$ cat config.mk
export PLATFORM = sky130hd
export DESIGN_NAME = hsl_to_rgb_convert_flat
export DESIGN_NICKNAME = d
export VERILOG_FILES = /design/src/rtl/core/hsl_pkg.sv /design/src/rtl/core/hsl_in_if.sv /design/src/rtl/core/hsl_out_if.sv /design/src/rtl/core/hsl_to_rgb_convert.sv /design/src/flat_wrapper.sv
export VERILOG_INCLUDE_DIRS = /design/src /design/src/rtl/core
export SDC_FILE = /design/constraint.sdc
export NUM_CORES = 2
export LEC_CHECK = 0
export BUFFER_PORTS_ARGS = -buffer_cell sky130_fd_sc_hd__clkbuf_2
export CORE_UTILIZATION = 55
export CTS_BUF_LIST = sky130_fd_sc_hd__clkbuf_4 sky130_fd_sc_hd__clkbuf_8
export CTS_CLUSTER_DIAMETER = 60
export DETAILED_ROUTE_END_ITERATION = 10
export PLACE_DENSITY = 0.72
export SETUP_SLACK_MARGIN = 0.5
export SYNTH_ARGS = -nofsm -noshare
export SYNTH_HDL_FRONTEND = slang
export SYNTH_SLANG_ARGS = --single-unit
export TNS_END_PERCENT = 1
$ cat constraint.sdc
create_clock -name clk -period 17.5 [get_ports clk]
set_input_delay 2.625 -clock clk [delete_from_list [all_inputs] [get_ports clk]]
set_output_delay 2.625 -clock clk [all_outputs]
set_load 0.005 [all_outputs]
$ cat src/rtl/core/hsl_to_rgb_convert_defines.svh
// Assertion macros for the HSL to RGB converter.
// Included by modules that check their own pipeline; expects clk and arst_n in scope.
`ifndef HSL_TO_RGB_CONVERT_DEFINES_SVH
`define HSL_TO_RGB_CONVERT_DEFINES_SVH

// Same-cycle implication, disabled while reset is asserted
`define HSL_ASSERT_NOW(lbl, ante, cons, msg) \
	lbl: assert property (@(posedge clk) disable iff (!arst_n) (ante) |-> (cons)) \
		else $error(msg);

// Next-cycle implication, disabled while reset is asserted
`define HSL_ASSERT_NEXT(lbl, ante, cons, msg) \
	lbl: assert property (@(posedge clk) disable iff (!arst_n) (ante) |=> (cons)) \
		else $error(msg);

`endif

$ cat src/rtl/core/hsl_pkg.sv
// Shared constants for the HSL to RGB converter.
// No dependencies; used by the channel interfaces and the top level.
`default_nettype none

package hsl_pkg;

	// Fraction bits of the fixed-point format; ONE = 2**FRAC_BITS
	localparam int FRAC_BITS_DEF = 12;

	// Colour channel count and the index of each channel
	localparam int NUM_CH   = 3;
	localparam int CH_RED   = 0;
	localparam int CH_GREEN = 1;
	localparam int CH_BLUE  = 2;

endpackage

`default_nettype wire

$ cat src/rtl/core/hsl_in_if.sv
// Valid/ready channel carrying one colour in hue, lightness, saturation form.
// Depends on hsl_pkg for the default fraction width.
`default_nettype none

interface hsl_in_if #(
	parameter int FRAC_BITS = hsl_pkg::FRAC_BITS_DEF
);
	logic                 valid;
	logic                 ready;
	logic [FRAC_BITS-1:0] hue;
	logic [FRAC_BITS:0]   lightness;
	logic [FRAC_BITS:0]   saturation;

	modport source (output valid, output hue, output lightness, output saturation,
		input ready);
	modport sink (input valid, input hue, input lightness, input saturation,
		output ready);
endinterface

`default_nettype wire

$ cat src/rtl/core/hsl_out_if.sv
// Valid/ready channel carrying one colour as red, green and blue intensities.
// Depends on hsl_pkg for the default fraction width.
`default_nettype none

interface hsl_out_if #(
	parameter int FRAC_BITS = hsl_pkg::FRAC_BITS_DEF
);
	logic               valid;
	logic               ready;
	logic [FRAC_BITS:0] red;
	logic [FRAC_BITS:0] green;
	logic [FRAC_BITS:0] blue;

	modport source (output valid, output red, output green, output blue, input ready);
	modport sink (input valid, input red, input green, input blue, output ready);
endinterface

`default_nettype wire

$ cat src/rtl/core/hsl_to_rgb_convert.sv
// HSL to RGB colour converter, six-stage fixed-point pipeline.
// Depends on hsl_pkg, hsl_in_if, hsl_out_if and hsl_to_rgb_convert_defines.svh.
`default_nettype none
`include "hsl_to_rgb_convert_defines.svh"

// Usage
//   hsl : sink channel; one transaction is one colour (hue Q0.F, lightness and
//         saturation Q1.F, values above 1.0 are clamped to 1.0).
//   rgb : source channel; one transaction per input colour, in order, with red,
//         green and blue in Q1.F, each within 0..1.0.
//   F = FRAC_BITS sets every field width (hue F bits, the rest F+1 bits).
// Timing
//   Six register stages (clamp, L*S product, m2, m1/slope, curve products, sum):
//   each colour passes through them in that order; rgb.valid is the sum stage's valid bit.
//   Throughput is one colour per cycle while rgb.ready is high; each stage holds one item.
// Reset
//   arst_n clears every stage valid bit at once; payload registers keep junk
//   that is never presented.
// Back-pressure
//   Each stage advances when it is empty or the stage after it advances, so a
//   stalled receiver freezes only the full tail of the pipeline; bubbles ahead
//   of it still close up and hsl.ready stays high until all six stages hold data.
//   Zero saturation needs no special path: the arithmetic yields grey directly.
module hsl_to_rgb_convert #(
	parameter int FRAC_BITS = hsl_pkg::FRAC_BITS_DEF
) (
	input  wire        clk,
	input  wire        arst_n,
	hsl_in_if.sink     hsl,
	hsl_out_if.source  rgb
);
	import hsl_pkg::*;

	localparam int ONE   = 1 << FRAC_BITS;
	localparam int THIRD = ONE / 3;
	localparam int W1    = FRAC_BITS + 1;  // holds 0..ONE
	localparam int W2    = FRAC_BITS + 2;  // holds 0..2*ONE
	localparam int W6    = FRAC_BITS + 3;  // holds 6*hue
	localparam int WP    = 2 * W1;         // full product width

	// Stage valid bits and advance enables
	logic [6:1] vld;
	logic [6:1] en;

	always_comb begin
		en[6] = !vld[6] || rgb.ready;
		for (int k = 5; k >= 1; k--) begin
			en[k] = !vld[k] || en[k+1];
		end
	end

	assign hsl.ready = en[1];

	always_ff @(posedge clk or negedge arst_n) begin
		if (!arst_n) begin
			vld <= '0;
		end else begin
			if (en[1]) begin
				vld[1] <= hsl.valid;
			end
			for (int k = 2; k <= 6; k++) begin
				if (en[k]) begin
					vld[k] <= vld[k-1];
				end
			end
		end
	end

	// ---------------------------------------------------------------- stage 1
	// Clamp lightness and saturation, form the three hue sample positions
	logic [W1-1:0]        lig_c, sat_c;
	logic [FRAC_BITS-1:0] hpos_c [NUM_CH];
	logic [W1-1:0]        lig_s1, sat_s1;
	logic [FRAC_BITS-1:0] hpos_s1 [NUM_CH];

	always_comb begin
		lig_c = (hsl.lightness > W1'(ONE)) ? W1'(ONE) : hsl.lightness;
		sat_c = (hsl.saturation > W1'(ONE)) ? W1'(ONE) : hsl.saturation;
		hpos_c[CH_RED]   = hsl.hue + FRAC_BITS'(THIRD);
		hpos_c[CH_GREEN] = hsl.hue;
		hpos_c[CH_BLUE]  = hsl.hue + FRAC_BITS'(ONE - THIRD);
	end

	always_ff @(posedge clk) begin
		if (en[1]) begin
			lig_s1  <= lig_c;
			sat_s1  <= sat_c;
			hpos_s1 <= hpos_c;
		end
	end

	// ---------------------------------------------------------------- stage 2
	// Truncated L*S product; pick each channel's curve factor in 0..ONE.
	// The flat top uses factor ONE (gives m2), the floor uses zero (gives m1).
	logic [WP-1:0] ls_full;
	logic [W6-1:0] h6_c   [NUM_CH];
	logic [W6-1:0] fall_c [NUM_CH];
	logic [W1-1:0] fac_c  [NUM_CH];
	logic [W1-1:0] lig_s2, sat_s2, prod_s2;
	logic [W1-1:0] fac_s2 [NUM_CH];

	assign ls_full = lig_s1 * sat_s1;

	always_comb begin
		for (int k = 0; k < NUM_CH; k++) begin
			h6_c[k]   = (W6'(hpos_s1[k]) << 2) + (W6'(hpos_s1[k]) << 1);
			fall_c[k] = W6'(4 * ONE) - h6_c[k];
			priority if (h6_c[k] < W6'(ONE)) begin
				fac_c[k] = h6_c[k][W1-1:0];
			end else if (h6_c[k] < W6'(3 * ONE)) begin
				fac_c[k] = W1'(ONE);
			end else if (h6_c[k] < W6'(4 * ONE)) begin
				fac_c[k] = fall_c[k][W1-1:0];
			end else begin
				fac_c[k] = '0;
			end
		end
	end

	always_ff @(posedge clk) begin
		if (en[2]) begin
			lig_s2  <= lig_s1;
			sat_s2  <= sat_s1;
			prod_s2 <= ls_full[FRAC_BITS +: W1];
			fac_s2  <= fac_c;
		end
	end

	// ---------------------------------------------------------------- stage 3
	// m2, clamped to ONE and to 2L
	logic [W2-1:0] two_l_c, m2_sum, m2_lim, m2_c;
	logic [W1-1:0] m2_s3;
	logic [W2-1:0] two_l_s3;
	logic [W1-1:0] fac_s3 [NUM_CH];

	always_comb begin
		two_l_c = {lig_s2, 1'b0};
		if (two_l_c <= W2'(ONE)) begin
			m2_sum = W2'(lig_s2) + W2'(prod_s2);
		end else begin
			m2_sum = W2'(lig_s2) + W2'(sat_s2) - W2'(prod_s2);
		end
		m2_lim = (m2_sum > W2'(ONE)) ? W2'(ONE) : m2_sum;
		m2_c   = (m2_lim > two_l_c) ? two_l_c : m2_lim;
	end

	always_ff @(posedge clk) begin
		if (en[3]) begin
			m2_s3    <= m2_c[W1-1:0];
			two_l_s3 <= two_l_c;
			fac_s3   <= fac_s2;
		end
	end

	// ---------------------------------------------------------------- stage 4
	// m1 = 2L - m2 and slope d = m2 - m1 = 2*m2 - 2L, both within 0..ONE
	logic [W2-1:0] m1_c, d_c;
	logic [W1-1:0] m1_s4, d_s4;
	logic [W1-1:0] fac_s4 [NUM_CH];

	assign m1_c = two_l_s3 - W2'(m2_s3);
	assign d_c  = {m2_s3, 1'b0} - two_l_s3;

	always_ff @(posedge clk) begin
		if (en[4]) begin
			m1_s4  <= m1_c[W1-1:0];
			d_s4   <= d_c[W1-1:0];
			fac_s4 <= fac_s3;
		end
	end

	// ---------------------------------------------------------------- stage 5
	// One multiplier per channel: d * factor, truncated
	logic [WP-1:0] ramp_full [NUM_CH];
	logic [W1-1:0] m1_s5;
	logic [W1-1:0] ramp_s5 [NUM_CH];

	always_comb begin
		for (int k = 0; k < NUM_CH; k++) begin
			ramp_full[k] = d_s4 * fac_s4[k];
		end
	end

	always_ff @(posedge clk) begin
		if (en[5]) begin
			m1_s5 <= m1_s4;
			for (int k = 0; k < NUM_CH; k++) begin
				ramp_s5[k] <= ramp_full[k][FRAC_BITS +: W1];
			end
		end
	end

	// ---------------------------------------------------------------- stage 6
	// Add the floor and saturate; this register also holds a stalled result
	logic [W2-1:0] chan_sum [NUM_CH];
	logic [W1-1:0] chan_c   [NUM_CH];
	logic [W1-1:0] chan_s6  [NUM_CH];

	always_comb begin
		for (int k = 0; k < NUM_CH; k++) begin
			chan_sum[k] = W2'(m1_s5) + W2'(ramp_s5[k]);
			chan_c[k]   = (chan_sum[k] > W2'(ONE)) ? W1'(ONE) : chan_sum[k][W1-1:0];
		end
	end

	always_ff @(posedge clk) begin
		if (en[6]) begin
			chan_s6 <= chan_c;
		end
	end

	assign rgb.valid = vld[6];
	assign rgb.red   = chan_s6[CH_RED];
	assign rgb.green = chan_s6[CH_GREEN];
	assign rgb.blue  = chan_s6[CH_BLUE];

	// ------------------------------------------------------------- assertions
	`HSL_ASSERT_NEXT(a_accept_fills_s1, hsl.valid && hsl.ready, vld[1],
		"accepted transaction did not reach stage 1")
	`HSL_ASSERT_NOW(a_stall_only_when_full, !hsl.ready, &vld,
		"input stalled while a pipeline stage is empty")
	`HSL_ASSERT_NOW(a_m1_slope_range, vld[4], m1_s4 <= W1'(ONE) && d_s4 <= W1'(ONE),
		"m1 or slope out of range")
	`HSL_ASSERT_NOW(a_out_range, rgb.valid,
		rgb.red <= W1'(ONE) && rgb.green <= W1'(ONE) && rgb.blue <= W1'(ONE),
		"output channel above one")

endmodule

`default_nettype wire

$ cat src/flat_wrapper.sv
// flat-port wrapper written by rule: the top's interface ports become plain ports
module hsl_to_rgb_convert_flat import hsl_pkg::*;
#(
	parameter int FRAC_BITS = hsl_pkg::FRAC_BITS_DEF
)
  (clk, arst_n, hsl_valid, hsl_hue, hsl_lightness, hsl_saturation, hsl_ready, rgb_valid, rgb_red, rgb_green, rgb_blue, rgb_ready);
  hsl_in_if #(.FRAC_BITS(FRAC_BITS)) hsl_i ();
  hsl_out_if #(.FRAC_BITS(FRAC_BITS)) rgb_i ();
  input  wire clk;
  input  wire arst_n;
  input wire logic [$bits(hsl_i.valid)-1:0] hsl_valid;
  input wire logic [$bits(hsl_i.hue)-1:0] hsl_hue;
  input wire logic [$bits(hsl_i.lightness)-1:0] hsl_lightness;
  input wire logic [$bits(hsl_i.saturation)-1:0] hsl_saturation;
  output wire logic [$bits(hsl_i.ready)-1:0] hsl_ready;
  output wire logic [$bits(rgb_i.valid)-1:0] rgb_valid;
  output wire logic [$bits(rgb_i.red)-1:0] rgb_red;
  output wire logic [$bits(rgb_i.green)-1:0] rgb_green;
  output wire logic [$bits(rgb_i.blue)-1:0] rgb_blue;
  input wire logic [$bits(rgb_i.ready)-1:0] rgb_ready;
  assign hsl_i.valid = hsl_valid;
  assign hsl_i.hue = hsl_hue;
  assign hsl_i.lightness = hsl_lightness;
  assign hsl_i.saturation = hsl_saturation;
  assign hsl_ready = hsl_i.ready;
  assign rgb_valid = rgb_i.valid;
  assign rgb_red = rgb_i.red;
  assign rgb_green = rgb_i.green;
  assign rgb_blue = rgb_i.blue;
  assign rgb_i.ready = rgb_ready;
  hsl_to_rgb_convert #(.FRAC_BITS(FRAC_BITS)) u_core (.clk(clk), .arst_n(arst_n), .hsl(hsl_i), .rgb(rgb_i));
endmodule
==> metrics.md <==
| Metric | Value |
|---|---|
| Status | complete, no violations |
| Number of flops mapped to enable cells by yosys | 349 |
| Die height | 262 um |
| Postcts setup bufs | 0 |
| Post-Synthesis Cells | 3723 |
| GP Congestion | 0.882 |
| Synth cell count leaders | inv_1, nand2_1, fa_1 |
| Cell taking the most area after synthesis | edfxtp_1 |
| Yosys warning total | 0 |
| Ys async rst share | 1.69% |
| Initial antenna violation count | 2 |
| Yosys cell types | 89 |
| Worst slew pin tran | around 1.2 ns |
| Fillers | approximately 5600 |
| Sequential element share of the synthesized area | 28.5% |
| Tcrit/Tclk final | 42.2% |
| Count leader, synth | inv_1 |
| Number of port buffers | 82 |
| Mapped Area | roughly 37000 um^2 |
| H-tree depth | 2 |
| Vias per cell | 5.39 |
| Net count, final | 4635 |
| Net Count, Synth | 4604 |
| Inserted Clock Buffers | ~60 |
| Final setup fails | 0 |
| Worst min path class | reg2reg |
| Root Buffer Master | clkbuf_8 |
| DR pass1 iterations | 6 |
| Top Ports | 83 |
| Max-cap viol count | 0 |
| Crit end category | output port |
| Clk_skew | approximately 0.027 ns |
| Mean post-synth cell area | 10.0 um^2 |
| FMAX | 0.135 GHz |
| First-pass GRT wire length | 126 mm |
| P&R area growth vs syn | 6.63% |
| Gr ovfl total | 0 |
| Top-area cell type share of the netlist area | approximately 28% |
| Worst path max stage delay | 0.64 ns |
| Primary FF master, synth | edfxtp_1 |
| Routed Antenna Nets | 0 |
| Setup TNS | 0 ns |
| Wire per inst | 15.9 um |
| Final hold violations | 0 |
| Crit path DAT | 4.76 ns |
| Overall Global Routing Usage | 22.4% |
| Bufs on Longest Clock Path | 3 |
| Worst skew pair latency | between 0.6 and 0.7 ns |
| Clock transition at path regs | about 0.060 ns |
| Initial core utilization | 55.5% |
| Die W | ~260 um |
| Core area | 67200 um^2 |
| CTS tree | built |
| Max-Slew Margin vs Limit | between 15 and 20% |
| RSZ-0062 raised after global routing | no |
| Post-cts resize count | 0 |
| Number of global-route vias before repair | ~26000 |
| Largest cells by area after synthesis | edfxtp_1, fa_1, ha_1, inv_1, nand2_1 |
| Via Count | 25200 |
| Post-CTS Hold Buffers | 0 |
| Detailed Place HPWL | 58.0 mm |
| Crit-path cells | clkbuf_2 > nor2b_1 > nand3_2 > buf_4 > nor2_1 > nand3_2 > buf_4 > clkbuf_2 |
| Drt first-iter violations | 1287 |
| Critical path class | in2out |
| Startpoint types | primary input |
| Rows | 95 |
| Slew Viols, Final | 0 |
| DIE AREA | 68800 um^2 |
| Worst Path Required | 14.88 ns |
| WL final | 74.6 mm |
| Drt drc | 0 |
| Layout cell share with drive strength beyond 1 | approximately 6.3% |
| Fin crit period | around 7.4 ns |
| Largest net degree at the start of global routing | 77 |
| CP max stage cell | buf_4 |
| Post-synthesis register bit count | 355 |
| Clk sinks | 355 |
| Max FO, Critical Path | 63 |
## placed cells by master, fill, tap and decap left out, types with 14 or more instances in the layout
cell        n
nand2_1   492
and2_1    193
nor3_1     60
buf_4      19
clkbuf_2   82
nand2b_1   22
clkbuf_4   14
nor2_1    163
and3_1     14
a21oi_1    87
o22ai_1    24
edfxtp_1  349
clkbuf_8   61
ha_1      404
nor2b_1    54
xnor2_1   106
inv_1     678
nand3_1    38
o21a_1     48
a211oi_1   27
o21ai_0    65
xor2_1     66
fa_1      435
a21o_1     32
## sequential cells by signal, indices dropped and copies added (netlist names), 35 cells and up
name	count
u_core.ramp_s5	39
u_core.fac_s2	36
u_core.hpos_s1	35
u_core.fac_s4	36
u_core.fac_s3	36
## cells by family (layout without fill, tap and decap cells)
kind of cell / after synthesis / in the layout / synth area share [%]
fa+ha+maj: 839 / 839 / 36.9
buf+inv: 813 / 894 / 8.24
simple gates: 1113 / 1113 / 14.2
other cells: 1 / 3 / 0.0101
xor+xnor: 172 / 172 / 4.04
compound gates: 421 / 421 / 7.78
mux: 9 / 9 / 0.258
flops: 355 / 355 / 28.5
## per-layer routing
metal	track usage [%]	share of wire [%]	wire length, um
met1	29.0	44	32800
met2	38.9	48	36000
met3	2.71	4.5	3390
met4	8.00	3.2	2360
met5	0	0	0
## through the flow
| stage | hold WS (ns) | setup WS [ns] | util, % | instances | instance area, um^2 |
|---|---|---|---|---|---|
| final | 0.407 | 10.11 | 59.2 | 4679 | 39800 |
| after global routing | 0.418 | 9.88 | 59.2 | 4679 | 39800 |
| after CTS | 0.418 | 10.06 | 59.2 | 4677 | 39800 |
| after detailed placement | 0.405 | 10.06 | 57.2 | 4564 | 38400 |
| after global placement | 0.401 | 10.04 | 57.2 | 4564 | 38400 |
| after floorplan | 0.400 | 8.48 | - | 3723 | 37300 |
## critical path, delay by kind of cell
family | cells | cell delay [ns]
simple gates | 4 | 0.56
buf+inv | 4 | 1.54
## area by class of cell
cell class | count | area (um^2) | area share (%)
Tap cell | 873 | 1090 | 2.75
Timing Repair Buffer | 101 | 553 | 1.39
Clock inverter | 38 | 372 | 0.935
Inverter | 680 | 2550 | 6.42
Multi-Input combinational cell | 2555 | 23600 | 59.4
Clock buffer | 75 | 945 | 2.38
Antenna cell | 2 | 5.00 | 0.0126
Sequential cell | 355 | 10600 | 26.7
## path summary, 6_finish.rpt
| kind | from | slack, ns | depth (start not counted) | end |
|---|---|---|---|---|
| hold reg to reg | u_core.fac_s3[24]$_DFFE_PP_ | 0.41 | 0 | u_core.fac_s4[24]$_DFFE_PP_ |
| setup / recovery | rgb_ready | 10.11 | 8 | hsl_ready |
| min in group asynchronous | arst_n | 1.77 | 1 | u_core.vld[4]$_DFFE_PN0P_ |
| setup reg to reg | u_core.lig_s2[1]$_DFFE_PP_ | 11.22 | 23 | u_core.m2_s3[12]$_DFFE_PP_ |
| hold / removal | u_core.fac_s3[24]$_DFFE_PP_ | 0.41 | 0 | u_core.fac_s4[24]$_DFFE_PP_ |
| max in group asynchronous | arst_n | 15.57 | 1 | u_core.vld[2]$_DFFE_PN0P_ |
Power is left out: the tool's default activity adds up to more than one toggle a clock period on the data nets, which glitch-free logic cannot reach.
